### src/sv/qph_pkg.sv
package qph_pkg;

    localparam int OP_W    = 2;
    localparam int VALUE_W = 31;
    localparam int SLOT_W  = 4;
    localparam int COEF_W  = 4;
    localparam int DATA_W  = 32;
    localparam int ADDR_W  = 3;

    typedef logic [OP_W-1:0]    t_op;
    typedef logic [VALUE_W-1:0] t_value;
    typedef logic [SLOT_W-1:0]  t_slot;
    typedef logic [COEF_W-1:0]  t_coef;

    localparam t_op OP_INSERT = 2'd0;
    localparam t_op OP_SEARCH = 2'd1;
    localparam t_op OP_DELETE = 2'd2;

    localparam logic REG_LINEAR = 1'b0;
    localparam logic REG_SQUARE = 1'b1;

    localparam t_coef LINEAR_RESET = 4'd1;
    localparam t_coef SQUARE_RESET = 4'd3;

    localparam logic STATUS_OK   = 1'b0;
    localparam logic STATUS_FAIL = 1'b1;

    typedef enum logic [2:0] {
        ST_CLEAR,
        ST_IDLE,
        ST_MOD,
        ST_PROBE,
        ST_RESP
    } t_state;

endpackage

### src/sv/qph_req_if.sv
interface qph_req_if
    import qph_pkg::*;
();
    logic   valid;
    logic   ready;
    t_op    op;
    t_value value;

    modport source (output valid, output op, output value, input ready);
    modport sink   (input valid, input op, input value, output ready);
endinterface

### src/sv/qph_rsp_if.sv
interface qph_rsp_if
    import qph_pkg::*;
();
    logic  valid;
    logic  ready;
    logic  status;
    t_slot slot;

    modport source (output valid, output status, output slot, input ready);
    modport sink   (input valid, input status, input slot, output ready);
endinterface

### src/sv/quadratic_probe_hash_table_core.sv
// Channel   Dir  Handshake     Payload
// i_req     in   valid/ready   op[1:0], value[30:0]
// o_rsp     out  valid/ready   status, slot[3:0]
// apb       in   psel/penable  paddr[2:0], pwdata/prdata[31:0], pready
//
// One request at a time: accept it, reduce value mod TABLE_SIZE by reciprocal multiply
// (quotient, then remainder; skipped when TABLE_SIZE is a power of two), then one table
// read per probe through the single memory read port, then post the response. After
// reset the table is swept clear before the first request. The response register
// decouples o_rsp stalls; a new request is taken while it waits.
module quadratic_probe_hash_table_core
    import qph_pkg::*;
#(
    parameter int TABLE_SIZE = 16
) (
    input  logic              i_clk,
    input  logic              i_rst_n,
    qph_req_if.sink           i_req,
    qph_rsp_if.source         o_rsp,
    input  logic              psel,
    input  logic              penable,
    input  logic              pwrite,
    input  logic [ADDR_W-1:0] paddr,
    input  logic [DATA_W-1:0] pwdata,
    output logic [DATA_W-1:0] prdata,
    output logic              pready
);

    localparam int          IW      = $clog2(TABLE_SIZE);
    localparam int          CW      = $clog2(TABLE_SIZE + 1);
    localparam int          MW      = VALUE_W + 1;
    localparam int          QW      = VALUE_W - IW + 1;
    localparam int          RW      = VALUE_W + 2;
    localparam int          PW      = VALUE_W + RW;
    localparam int          SH      = VALUE_W + IW;
    localparam logic        IS_POW2 = ((TABLE_SIZE & (TABLE_SIZE - 1)) == 0);
    localparam logic [IW:0] N_W     = (IW + 1)'(TABLE_SIZE);
    localparam logic [CW-1:0] N_C   = CW'(TABLE_SIZE);
    localparam logic [CW-1:0] LAST_C = CW'(TABLE_SIZE - 1);
    localparam logic [IW-1:0] LAST_I = IW'(TABLE_SIZE - 1);
    localparam logic [RW-1:0] RECIP = RW'(((64'd1 << SH) / TABLE_SIZE) + 64'd1);
    localparam logic [QW-1:0] N_Q   = QW'(TABLE_SIZE);

    function automatic logic [IW-1:0] mod_add(logic [IW-1:0] a, logic [IW-1:0] b,
                                              logic cin);
        logic [IW:0] s;
        s = {1'b0, a} + {1'b0, b} + {{IW{1'b0}}, cin};
        if (s >= N_W) begin
            s = s - N_W;
        end
        return s[IW-1:0];
    endfunction

    function automatic logic [IW-1:0] small_mod(logic [4:0] x);
        logic [IW-1:0] r;
        r = '0;
        for (int k = 0; k < 32; k++) begin
            if (x == 5'(k)) begin
                r = IW'(k % TABLE_SIZE);
            end
        end
        return r;
    endfunction

    logic [MW-1:0] mem [TABLE_SIZE];

    t_state        r_state, n_state;
    t_coef         r_lin, r_sq;
    logic [IW-1:0] r_clr_idx;
    logic          r_chk_vld;
    logic          r_out_vld;
    logic          r_out_status;
    t_slot         r_out_slot;
    t_op           r_op;
    t_value        r_value;
    logic          r_mod_step;
    logic [QW-1:0] r_quot;
    logic [IW-1:0] r_slot;
    logic [IW-1:0] r_d;
    logic [IW-1:0] r_inc;
    logic [CW-1:0] r_cnt;
    logic          r_chk_last;
    logic [IW-1:0] r_chk_slot;
    logic [MW-1:0] r_rd_word;
    logic          r_res_status;
    logic [IW-1:0] r_res_slot;

    logic          accept;
    logic          cfg_wr;
    logic          out_free;
    logic          match;
    logic          hit;
    logic          miss_end;
    logic          issue;
    logic          mem_we;
    logic [IW-1:0] mem_waddr;
    logic [MW-1:0] mem_wdata;
    logic          load_out;
    logic [IW-1:0] unit_sum;
    logic [PW-1:0] recip_prod;
    logic [QW-1:0] quot_n;
    logic [IW-1:0] d_init, inc_init;
    logic [SLOT_W+IW-1:0] slot_ext;

    assign accept   = i_req.valid && i_req.ready;
    assign cfg_wr   = psel && penable && pwrite && pready;
    assign out_free = !r_out_vld || o_rsp.ready;
    assign pready   = 1'b1;
    assign prdata   = (paddr[2] == REG_SQUARE) ? {{(DATA_W-COEF_W){1'b0}}, r_sq}
                                               : {{(DATA_W-COEF_W){1'b0}}, r_lin};

    assign d_init   = small_mod(5'(r_lin) + 5'(r_sq));
    assign inc_init = small_mod({1'b0, r_sq} << 1);

    assign match = (r_op == OP_INSERT) ? !r_rd_word[MW-1]
                 : (r_rd_word[MW-1] && (r_rd_word[VALUE_W-1:0] == r_value));
    assign hit      = (r_state == ST_PROBE) && r_chk_vld && match;
    assign miss_end = (r_state == ST_PROBE) && r_chk_vld && !match && r_chk_last;

    // modular adder: advance the probe slot
    assign unit_sum = mod_add(r_slot, r_d, 1'b0);

    // home slot: quotient by reciprocal multiply, then remainder from the low bits
    assign recip_prod = PW'(r_value) * PW'(RECIP);
    assign quot_n     = r_quot * N_Q;

    always_comb begin
        n_state = r_state;
        unique case (r_state)
            ST_CLEAR: begin
                if (r_clr_idx == LAST_I) begin
                    n_state = ST_IDLE;
                end
            end
            ST_IDLE: begin
                if (accept) begin
                    priority if (i_req.op != OP_INSERT && i_req.op != OP_SEARCH &&
                                 i_req.op != OP_DELETE) begin
                        n_state = ST_RESP;
                    end else if (IS_POW2) begin
                        n_state = ST_PROBE;
                    end else begin
                        n_state = ST_MOD;
                    end
                end
            end
            ST_MOD: begin
                if (r_mod_step) begin
                    n_state = ST_PROBE;
                end
            end
            ST_PROBE: begin
                if (hit || miss_end) begin
                    n_state = ST_RESP;
                end
            end
            ST_RESP: begin
                if (out_free) begin
                    n_state = ST_IDLE;
                end
            end
            default: n_state = ST_IDLE;
        endcase
    end

    always_comb begin
        i_req.ready = 1'b0;
        issue       = 1'b0;
        mem_we      = 1'b0;
        mem_waddr   = r_chk_slot;
        mem_wdata   = '0;
        load_out    = 1'b0;
        unique case (r_state)
            ST_CLEAR: begin
                mem_we    = 1'b1;
                mem_waddr = r_clr_idx;
            end
            ST_IDLE: begin
                i_req.ready = 1'b1;
            end
            ST_MOD: begin
            end
            ST_PROBE: begin
                issue = (r_cnt != N_C) && !hit;
                if (hit && r_op == OP_INSERT) begin
                    mem_we    = 1'b1;
                    mem_wdata = {1'b1, r_value};
                end else if (hit && r_op == OP_DELETE) begin
                    mem_we    = 1'b1;
                    mem_wdata = {1'b0, r_rd_word[VALUE_W-1:0]};
                end
            end
            ST_RESP: begin
                load_out = out_free;
            end
            default: begin
            end
        endcase
    end

    always_ff @(posedge i_clk) begin
        if (mem_we) begin
            mem[mem_waddr] <= mem_wdata;
        end
        if (issue) begin
            r_rd_word <= mem[r_slot];
        end
    end

    always_ff @(posedge i_clk) begin
        if (!i_rst_n) begin
            r_state   <= ST_CLEAR;
            r_lin     <= LINEAR_RESET;
            r_sq      <= SQUARE_RESET;
            r_clr_idx <= '0;
            r_chk_vld <= 1'b0;
            r_out_vld <= 1'b0;
        end else begin
            r_state <= n_state;
            if (cfg_wr) begin
                if (paddr[2] == REG_SQUARE) begin
                    r_sq <= pwdata[COEF_W-1:0];
                end else begin
                    r_lin <= pwdata[COEF_W-1:0];
                end
            end
            if (r_state == ST_CLEAR) begin
                r_clr_idx <= r_clr_idx + 1'b1;
            end
            r_chk_vld <= issue;
            if (load_out) begin
                r_out_vld <= 1'b1;
            end else if (o_rsp.ready) begin
                r_out_vld <= 1'b0;
            end
        end
    end

    always_ff @(posedge i_clk) begin
        if (accept) begin
            r_op         <= i_req.op;
            r_value      <= i_req.value;
            r_mod_step   <= 1'b0;
            r_slot       <= i_req.value[IW-1:0];
            r_d          <= d_init;
            r_inc        <= inc_init;
            r_cnt        <= '0;
            r_res_status <= STATUS_FAIL;
            r_res_slot   <= '0;
        end
        if (r_state == ST_MOD) begin
            r_mod_step <= 1'b1;
            if (!r_mod_step) begin
                r_quot <= recip_prod[SH +: QW];
            end else begin
                r_slot <= r_value[IW-1:0] - quot_n[IW-1:0];
            end
        end
        if (issue) begin
            r_chk_slot <= r_slot;
            r_chk_last <= (r_cnt == LAST_C);
            r_cnt      <= r_cnt + 1'b1;
            r_slot     <= unit_sum;
            r_d        <= mod_add(r_d, r_inc, 1'b0);
        end
        if (hit) begin
            r_res_status <= STATUS_OK;
            r_res_slot   <= r_chk_slot;
        end
        if (load_out) begin
            r_out_status <= r_res_status;
            r_out_slot   <= slot_ext[SLOT_W-1:0];
        end
    end

    assign slot_ext = {{SLOT_W{1'b0}}, r_res_slot};

    assign o_rsp.valid  = r_out_vld;
    assign o_rsp.status = r_out_status;
    assign o_rsp.slot   = r_out_slot;

endmodule
### src/flat_wrapper.sv
// flat-port wrapper written by rule: the top's interface ports become plain ports
module quadratic_probe_hash_table_core_flat import qph_pkg::*;
#(
    parameter int TABLE_SIZE = 16
)
  (i_clk, i_rst_n, psel, penable, pwrite, paddr, pwdata, prdata, pready, i_req_valid, i_req_op, i_req_value, i_req_ready, o_rsp_valid, o_rsp_status, o_rsp_slot, o_rsp_ready);
  qph_req_if i_req_i ();
  qph_rsp_if o_rsp_i ();
  input  logic i_clk;
  input  logic i_rst_n;
  input  logic psel;
  input  logic penable;
  input  logic pwrite;
  input  logic [ADDR_W-1:0] paddr;
  input  logic [DATA_W-1:0] pwdata;
  output logic [DATA_W-1:0] prdata;
  output logic pready;
  input wire logic [$bits(i_req_i.valid)-1:0] i_req_valid;
  input wire logic [$bits(i_req_i.op)-1:0] i_req_op;
  input wire logic [$bits(i_req_i.value)-1:0] i_req_value;
  output wire logic [$bits(i_req_i.ready)-1:0] i_req_ready;
  output wire logic [$bits(o_rsp_i.valid)-1:0] o_rsp_valid;
  output wire logic [$bits(o_rsp_i.status)-1:0] o_rsp_status;
  output wire logic [$bits(o_rsp_i.slot)-1:0] o_rsp_slot;
  input wire logic [$bits(o_rsp_i.ready)-1:0] o_rsp_ready;
  assign i_req_i.valid = i_req_valid;
  assign i_req_i.op = i_req_op;
  assign i_req_i.value = i_req_value;
  assign i_req_ready = i_req_i.ready;
  assign o_rsp_valid = o_rsp_i.valid;
  assign o_rsp_status = o_rsp_i.status;
  assign o_rsp_slot = o_rsp_i.slot;
  assign o_rsp_i.ready = o_rsp_ready;
  quadratic_probe_hash_table_core #(.TABLE_SIZE(TABLE_SIZE)) u_core (.i_clk(i_clk), .i_rst_n(i_rst_n), .i_req(i_req_i), .o_rsp(o_rsp_i), .psel(psel), .penable(penable), .pwrite(pwrite), .paddr(paddr), .pwdata(pwdata), .prdata(prdata), .pready(pready));
endmodule
### config.mk
export PLATFORM = sky130hd
export DESIGN_NAME = quadratic_probe_hash_table_core_flat
export DESIGN_NICKNAME = d
export VERILOG_FILES = /design/src/sv/qph_pkg.sv /design/src/sv/qph_req_if.sv /design/src/sv/qph_rsp_if.sv /design/src/sv/quadratic_probe_hash_table_core.sv /design/src/flat_wrapper.sv
export SDC_FILE = /design/constraint.sdc
export NUM_CORES = 1
export LEC_CHECK = 0
export BUFFER_PORTS_ARGS = -buffer_cell sky130_fd_sc_hd__buf_2
export CAP_MARGIN = 5
export CELL_PAD_IN_SITES_DETAIL_PLACEMENT = 1
export CELL_PAD_IN_SITES_GLOBAL_PLACEMENT = 2
export CORE_MARGIN = 1
export CORE_UTILIZATION = 48
export DETAILED_ROUTE_END_ITERATION = 8
export GPL_ROUTABILITY_DRIVEN = 0
export HOLD_SLACK_MARGIN = 0.03
export PLACE_DENSITY_LB_ADDON = 0.08
export SETUP_SLACK_MARGIN = 0.02
export SYNTH_ARGS = -nofsm -noshare
export SYNTH_HDL_FRONTEND = slang
export SYNTH_SLANG_ARGS = --single-unit
### constraint.sdc
create_clock -name i_clk -period 5.4 [get_ports i_clk]
set_clock_uncertainty 0.2 [all_clocks]
set_input_delay 1.08 -clock i_clk [delete_from_list [all_inputs] [get_ports i_clk]]
set_output_delay 1.08 -clock i_clk [all_outputs]
set_load 0.01 [all_outputs]
# Word-level counts from Yosys, hierarchy flattened
# Memory sizes are Yosys's and may differ from the RTL's. A register that Yosys moved wholly into a read port is not among the register bits.
# Cells that the tools add are included.
# Widths: inputs -> output; s select.
# op_classes
add_sub_neg	7
magnitude_cmp	2
eq_ne	62
muxes	80
bitwise_logic	1
n_reduce_logical	31
# op_table
op	n
$mux 4	50
$eq 5x5->1 const B	16
$mux 32	2
$eq 5x4->1 const B	9
$eq 4x4->1 const B	9
$eq 31x31->1	1
$mux 31	1
$mux 3	10
$eq 5x3->1 const B	4
$eq 4x3->1 const B	4
$add 4x4->5	3
$pmux 3 s5	1
$reduce_or 14->1	1
$logic_and 1x1->1	13
$mux 1	11
$eq 5x2->1 const B	2
$ge 5x5->1 const B	2
$mux 5	2
$ne 2x1->1 const B	5
$eq 4x2->1 const B	2
$reduce_bool 2->1	4
$sub 4x1->4 const B	2
$eq 3x2->1 const B	2
$add 5x1->5 const B	1
19 further kinds	26
# word_totals
register_bits	83
ramBits	512
inputBits	75
out_inout_bits	40
memories	1
# mem_list
memory	words	width	rd	rd_ports_with_merged_regs	write_ports	line_no	rtl
u_core.mem	16	32	1	1	1	quadratic_probe_hash_table_core.sv:65	logic [MW-1:0] mem [TABLE_SIZE];

# Logic depth before layout (Yosys ltp)
# Gate-level depths: netlist (run 1).
# depth
word_depth	35
ltp_mapped	8
depth_no_buf	6

# Worst setup path before layout (run 1)
# Ideal clock, no wire load.
# synth_timing
kind	reg2reg
startpoint	register u_core.r_value[1]
endpoint	memory u_core.mem[9][0] (netlist bit), enable pin
setup_time_ns	0.461
arrival_time_ns	3.722
t_required_ns	4.739
setup_slack_ns	1.017
path_stages_with_launch	7
path_buffers	0
period_less_slack_ns	4.383
path_cell_list	edfxtp_1 -> xor2_1 -> nor4_1 -> nand4_1 -> o21ai_4 -> a22oi_1 -> nor3_1
# synth_via
elab_chain_cells	10
# synth_lines
element	line_no	rtl
start, declared	quadratic_probe_hash_table_core.sv:75	t_value r_value;
start signal, assigned	quadratic_probe_hash_table_core.sv:242	r_value <= i_req.value;
$eq 31x31->1 *	quadratic_probe_hash_table_core.sv:116	: (r_rd_word[MW-1] && (r_rd_word[VALUE_W-1:0] == r_value));
$logic_and 1x1->1 *	quadratic_probe_hash_table_core.sv:116	
$mux 1 *	quadratic_probe_hash_table_core.sv:115	assign match = (r_op == OP_INSERT) ? !r_rd_word[MW-1]
$logic_and 1x1->1 *	quadratic_probe_hash_table_core.sv:117	assign hit = (r_state == ST_PROBE) && r_chk_vld && match;
$logic_and 1x1->1	quadratic_probe_hash_table_core.sv:188	end else if (hit && r_op == OP_DELETE) begin
$mux 1	quadratic_probe_hash_table_core.sv:188	
$mux 1 *	quadratic_probe_hash_table_core.sv:185	if (hit && r_op == OP_INSERT) begin
$pmux 1 s2 *	quadratic_probe_hash_table_core.sv:173	unique case (r_state)
$mux 1 *	quadratic_probe_hash_table_core.sv:202	if (mem_we) begin
$mux 1 (not written as such) *	quadratic_probe_hash_table_core.sv:203	mem[mem_waddr] <= mem_wdata;
end, declared	quadratic_probe_hash_table_core.sv:65	
# Mark *: on every way between the ends. The rest lies on a longest branch, timed or not.

# Final worst setup path (run 1)
# layout_timing
startpoint	register u_core.r_value[7]
endpoint	memory u_core.mem[12][17] (netlist bit), enable pin
# The elaborated chain is that of the path after synthesis.

==> metrics.md, run 1 <==
| Metric | Value |
|---|---|
| Status | finished clean |
| Post-route ant nets | 0 |
| Compound-cell area share of the yosys netlist | 0.009102 |
| Post-Place Cells | 1,915 |
| Die Span Y | 229.0 um |
| Period Utilization, post-route | 0.7475 |
| H-tree levels | 3 |
| Worst Hold End | u_core.o_rsp.slot[0] |
| Most common library cell in the layout ignoring fill and taps | edfxtp_1 |
| Slowest CP cell | nor4_1 |
| Setup bufs post-CTS | 0 |
| Ys async rst share | 0 |
| Crit path time final | 4037 ps |
| Seq cells post-synth | 626 |
| Clock Sinks | 626 |
| Tot Pwr | 0.01221 W |
| First-pass GRT wire length | 83.99 mm |
| WS Path Type | reg -> reg |
| Antenna cell count | 0 |
| Worst-path fanout max | 16 |
| Commonest cells after routing, fill and taps aside | edfxtp_1 (603), mux4_2 (160), clkbuf_16 (70) |
| TritonRoute pass-1 iters | 7 |
| Largest net degree at the start of global routing | 60 |
| Clock-pin slew on the worst setup and hold paths | 60 ps |
| Final wirelength | 57.20 mm |
| Crit path launch type | flip-flop |
| Xor/xnor share of the synthesized area | 0.01487 |
| Mapped Cells | 1,177 |
| Worst skew pair latency | 610 ps |
| Overall Global Routing Usage | 0.2250 |
| Pwr dens | 430.3 mW/mm^2 |
| Most numerous cell on the critical path | buf_4 |
| Hold Vio Cnt, Final | 0 |
| Post-synth top area share | 0.7318 |
| Critical path cell sequence | xor2_1 -> nor4_1 -> nand4_1 -> o21ai_4 -> a21oi_1 -> buf_4 -> nor2_4 -> buf_4 |
| Post_cts resized | 0 |
| HP Start | u_core.r_res_slot[0] |
| Worst hold slack | 219.7 ps |
| Die area | 0.05246 sq mm |
| Critical R2R Launch | u_core.r_value[7] |
| Vias/cell | 5.755 |
| Main combinational cell family by area after synthesis | multiplexers |
| Cell taking the most area after synthesis | edfxtp_1 |
| EDFF count, synth | 603 |
| # DRC | 0 |
| Synth warn | 0 |
| Nets | 1,402 |
| CTS buffer count | 67 |
| Layout cell share with drive strength beyond 1 | 0.2988 |
| HP Class | reg -> reg |
| Die width | 229.0 um |
| Core Footprint | 0.05048 sq mm |
| Mux share of post-synthesis cell area | 0.1677 |
| # rows | 82 |
| Setup TNS | 0 ps |
| Final Max Tran Viols | 0 |
| Antenna violations before repair | 0 |
| Grt total ovfl | 0 |
| Final Non-Filler Cells | 2,034 |
| Synth-to-Final Area Change | 14.72% |
| Max-cap viol count | 0 |
| Hold-fix buffers, CTS | 0 |
| Hold depth | 0 |
| Clock buffer depth | 3 |
| Synth Cell Area | 0.02474 sq mm |
| Final setup vio count | 0 |
| Netlist cell types | 50 |
| Crit path DAT | 4110 ps |
| Adder-cell share of the synthesized area | 0.008496 |
| Routed WL per cell | 28.12 um |
| Max-slew headroom | 0.2550 |
| Worst Setup SP | u_core.r_value[7] |
| Worst-Margin Slew | 1115 ps |
| Final Core Density | 0.5623 |
| CTS tree | built |
| Crit-path max cell delay | 840 ps |
| Number of global-route vias before repair | 12,495 |
| Worst reg2reg endpoint | u_core.mem[12][17] |
| Dpl hpwl | 30.36 mm |
| RSZ-0062 raised after global routing | false |
| Worst EP required | 5480 ps |
| Via count | 11,706 |
| Post-synthesis simple-gate area fraction | 0.02776 |
| Max frequency | 0.2477 GHz |
| Synth Area per Inst | 21.02 sq um |
| Ys flop type | edfxtp_1 |
| R2R setup slack | 1360 ps |
| Sequential share of the synthesized area | 0.7504 |
| Lkg Pwr | 9.276 nW |
| Worst vdd ir | 300.3 uV |
| Port bufs | 55 |
| DR iter-0 viols | 973 |
| Initial core utilization | 0.4902 |
| Top Ports | 115 |
| R2R depth | 8 |
| Most area-consuming cells after synthesis | edfxtp_1 (73%), mux4_2 (15%), mux2i_1 (2.0%) |
| Setup crit end kind | flip-flop |
| CTS root buf | clkbuf_16 |
worst max-delay path, delay by kind of cell (launching register included):
family | cells | cell delay, ps
simple gates | 3 | 1720
buf+inv | 2 | 630
compound gates | 2 | 510
flops | 1 | 400
xor+xnor | 1 | 220
registers in the layout, summed over array words and instances (netlist names), 2 cells and up:
| signal | count |
|---|---|
| u_core.r_value | 31 |
| u_core.mem | 512 |
| u_core.r_op | 2 |
| u_core.r_rd_word | 32 |
| u_core.o_rsp.slot | 4 |
| u_core.r_res_slot | 4 |
| u_core.r_lin | 4 |
| u_core.r_clr_idx | 4 |
| u_core.r_sq | 4 |
| u_core.r_cnt | 5 |
| u_core.r_slot | 4 |
| u_core.r_d | 4 |
| u_core.r_inc | 3 |
| u_core.r_chk_slot | 4 |
| u_core.r_state | 3 |
cell usage after synthesis (2+ instances only):
master    instances
inv_1            18
buf_4            31
xnor2_1           7
nand4_1           5
a21oi_1          10
buf_1            11
a21boi_0          3
and2_1            4
fa_1              3
xor2_1           35
or3_1             2
nand3_1           5
nor3b_1           2
nor3_1            9
or2_2             2
o21ai_0           6
nand2b_1          3
nor4_1            9
nand2_1          23
and3_1            7
o31ai_1           2
nor2_1           57
ha_1             12
clkbuf_1         20
mux4_2          160
o21a_1            2
mux2_2            4
a22oi_1           2
mux2i_1          50
buf_2            20
conb_1            2
nor2b_1           8
dfxtp_1          23
edfxtp_1        603
a21o_1            2
per-layer routing:
layer | global-route usage | vias up | wire length (um)
li1 | - | 5013 | -
met1 | 0.3126 | 6345 | 25050
met2 | 0.3747 | 274 | 28820
met3 | 0.03598 | 74 | 2307
met4 | 0.05583 | 0 | 1024
met5 | 0 | - | 0
area by class of cell:
cell class	count	area, sq um
Clock buffer	84	1814
Clock inverter	35	397.9
Fill cell	4358	22090
Inverter	18	67.56
Multi-Input combinational cell	477	5881
Sequential cell	626	18580
Tap cell	672	840.8
Timing Repair Buffer	122	803.3
power breakdown:
part | internal, W | total (W) | switching (W)
clock | 0.00277 | 0.00466 | 0.00188
combinational | 0.00102 | 0.00177 | 0.000751
sequential | 0.00547 | 0.00578 | 0.000318
logic make-up after synthesis:
group / count (synthesis)
DFF: 626
buffers and inverters: 101
muxes: 214
adders and majority gates: 15
other: 2
AOI/OAI and AO/OA: 34
xor gates and xnor gates: 42
and+or+nand+nor: 143
worst max-delay path by stage:
stage | depth (start not counted) | slack, ps | end
floorplan | 6 | 1020 | u_core.mem[9][0]
global placement | 8 | 1380 | u_core.mem[12][25]
detailed placement | 8 | 1380 | u_core.mem[12][15]
CTS | 8 | 1300 | u_core.mem[12][20]
global route | 8 | 1180 | u_core.mem[12][20]
finish | 8 | 1360 | u_core.mem[12][17]
metrics by stage:
stage          area (sq um)  worst slack (ps)
6_report              28380              1363
5_1_grt               28380              1177
4_1_cts               28380              1303
3_5_place_dp          26170              1379
3_3_place_gp          26170              1381
2_1_floorplan         24840              1017
Note: power is estimated with default switching activity, not from simulation.
==> inputs of run 2 (changes only) <==
Settings changed: ABC_AREA from default to 1, CORE_UTILIZATION 48 to 39.
Clock period 5.4 ns to 3.3 ns, I/O delays scaled along.
==> metrics.md, run 2 <==
| Metric | Value |
|---|---|
| Slowest CP cell | edfxtp_1 |
| Max frequency | 0.3224 GHz |
| Setup crit end kind | flip-flop |
| CTS tree | built |
| Clock Sinks | 626 |
| Worst-path fanout max | 15 |
| Initial core utilization | 0.3944 |
| Max-slew headroom | 0.3659 |
| DR iter-0 viols | 1,133 |
| Most numerous cell on the critical path | nand2_1 |
| Worst skew pair latency | 620 ps |
| CTS root buf | clkbuf_16 |
| Count leader, synth | edfxtp_1 |
| Seq pwr share | 0.422 |
| Final setup vio count | 0 |
| Die width | 260.1 um |
| Pwr dens | 720.7 mW/mm^2 |
| Max reg flops | 512 |
| Switch share | 0.3064 |
| Max-cap viol count | 0 |
| Post_cts resized | 0 |
| Cell taking the most area after synthesis | edfxtp_1 |
| Synth warn | 0 |
| WS Path Type | reg -> reg |
| Commonest cells after routing, fill and taps aside | edfxtp_1 (603), inv_1 (224), o21ai_0 (182) |
| Die Span Y | 260.1 um |
| HP Class | in -> reg |
| Antenna violations before repair | 0 |
| Switch Pwr | 0.006696 W |
| Hold Vio Cnt, Final | 0 |
| # rows | 94 |
| Layout cell share with drive strength beyond 1 | 0.1367 |
| Final instance area | 0.03032 sq mm |
| Crit path DAT | 3180 ps |
| Grt total ovfl | 0 |
| Worst hold slack | 55.85 ps |
| Synth Area per Inst | 13.27 sq um |
| Top reg by flops | u_core.mem |
| Period Utilization, post-route | 0.9398 |
| Ys flop type | edfxtp_1 |
| H-tree levels | 3 |
| Final wirelength | 70.89 mm |
| Largest net degree at the start of global routing | 94 |
| Hold-fix buffers, CTS | 15 |
| Synth-to-Final Area Change | 16.73% |
| Crit path time final | 3101 ps |
| Overall Global Routing Usage | 0.2132 |
| Filler Cells Inserted | 6,700 |
| Ys async rst share | 0 |
| Int Pwr | 0.01516 W |
| EDFF count, synth | 603 |
| Sequential share of the synthesized area | 0.7148 |
| Setup bufs post-CTS | 0 |
| RSZ-0062 raised after global routing | false |
| Comb pwr share | 0.222 |
| Worst vdd ir | 591.7 uV |
| Port bufs | 55 |
| Dpl hpwl | 40.20 mm |
| Crit-path max cell delay | 400 ps |
| Most common library cell in the layout ignoring fill and taps | edfxtp_1 |
| Via count | 15,682 |
| Vias/cell | 5.227 |
| Synth Cell Area | 0.02598 sq mm |
| Lkg Pwr | 11.47 nW |
| # DRC | 0 |
| Synth cell count leaders | edfxtp_1 (603), inv_1 (228), o21ai_0 (182), nand2_1 (179), a21oi_1 (142) |
| Largest regs | u_core.mem: 512 flops, u_core.r_rd_word: 32 flops, u_core.r_value: 31 flops |
| Most area-consuming cells after synthesis | edfxtp_1 (70%), mux2i_1 (4.9%), o211ai_1 (3.8%) |
| Die area | 0.06764 sq mm |
| CTS buffer count | 72 |
| Antenna cell count | 0 |
| Clock buffer depth | 3 |
| TritonRoute pass-1 iters | 5 |
| Crit path launch type | flip-flop |
| Clock share of power | 0.357 |
| Worst-Margin Slew | 949.8 ps |
| Post-route ant nets | 0 |
| Routed WL per cell | 23.63 um |
| Status | finished clean |
| Core Footprint | 0.06586 sq mm |
| First-pass GRT wire length | 105.0 mm |
| Seq cells post-synth | 626 |
| Critical path cell sequence | xnor2_1 -> nand2_1 -> nor2_1 -> nand2_1 -> nor2_1 -> nand2_1 -> nand2_1 -> nand2_4 -> o21ai_2 -> nand2_1 -> nor2_4 -> buf_4 |
| Area after DPL | 0.02787 sq mm |
| Number of global-route vias before repair | 16,185 |
| Clock-pin slew on the worst setup and hold paths | 60 ps |
| Nets | 2,170 |
| Mapped Cells | 1,957 |
| Post-synth top area share | 0.6971 |
| Worst EP required | 3380 ps |
| Netlist cell types | 31 |
| Final Max Tran Viols | 0 |
| Setup TNS | 0 ps |
| Top Ports | 115 |
==> run 2: cell type report <==
type	count	area [sq um]	area share
flip-flops and latches	626	18580	0.6128
inverters	231	869.6	0.02868
multi-input cells	994	6085	0.2007
clock inverters	40	389.1	0.01283
repair buffers	155	1416	0.04671
well taps	864	1081	0.03565
clock buffers	90	1901	0.06268
==> run 2: final timing paths <==
| path | start | end | slack (ps) | depth (start not counted) |
|---|---|---|---|---|
| max | u_core.r_value[22] | u_core.mem[1][4] | 200 | 12 |
| max reg2reg | u_core.r_value[22] | u_core.mem[1][4] | 200 | 12 |
| min reg2reg | u_core.r_res_slot[2] | u_core.o_rsp.slot[2] | 220 | 0 |
| min | i_req_value[10] | u_core.r_value[10] | 60 | 1 |
==> run 2: logic make-up after synthesis <==
logic type      count (synthesis)  share of synthesized area
flops                         626                     0.7148
simple gates                  324                    0.05067
other cells                     2                  0.0002891
xor+xnor                       19                   0.006406
mux                           128                    0.04932
buf+inv                       364                    0.05949
fa+ha+maj                      15                   0.008092
compound gates                479                     0.1109
==> run 2: stage by stage <==
stage | cells | util | power (W) | setup WS (ps)
finish | 3000 | 0.4604 | 0.02185 | 198.6
global route | 3000 | 0.4604 | 0.02288 | 27.31
CTS | 2999 | 0.4602 | 0.02217 | 151.2
detailed placement | 2854 | 0.4232 | 0.01431 | 159.5
global placement | 2854 | 0.4232 | 0.01423 | 168.9
floorplan | 1984 | - | 0.01255 | -73.58
==> run 2: power groups by stage <==
| stage | sequential [W] | combinational (W) | clock (W) |
|---|---|---|---|
| after global routing | 0.00924 | 0.00540 | 0.00825 |
| after detailed placement | 0.00938 | 0.00493 | 0 |
| after floorplan | 0.00915 | 0.00339 | 0 |
| after global placement | 0.00937 | 0.00486 | 0 |
| after CTS | 0.00921 | 0.00497 | 0.00799 |
| final | 0.00921 | 0.00485 | 0.00779 |
==> run 2: per-layer routing <==
layer	wire length, um	part of all wire	vias up	global-route usage
li1	-	-	7262	-
met1	33060	0.47	8041	0.2950
met2	33880	0.48	276	0.3508
met3	2525	0.036	103	0.03177
met4	1426	0.020	0	0.05539
met5	0	0	-	0
==> run 2: worst max-delay path: cells and delay by family, from the launching register on <==
kind	cells	cell delay, ps
compound gates	1	220
xor+xnor	1	340
buf+inv	1	340
flops	1	400
simple gates	9	1260
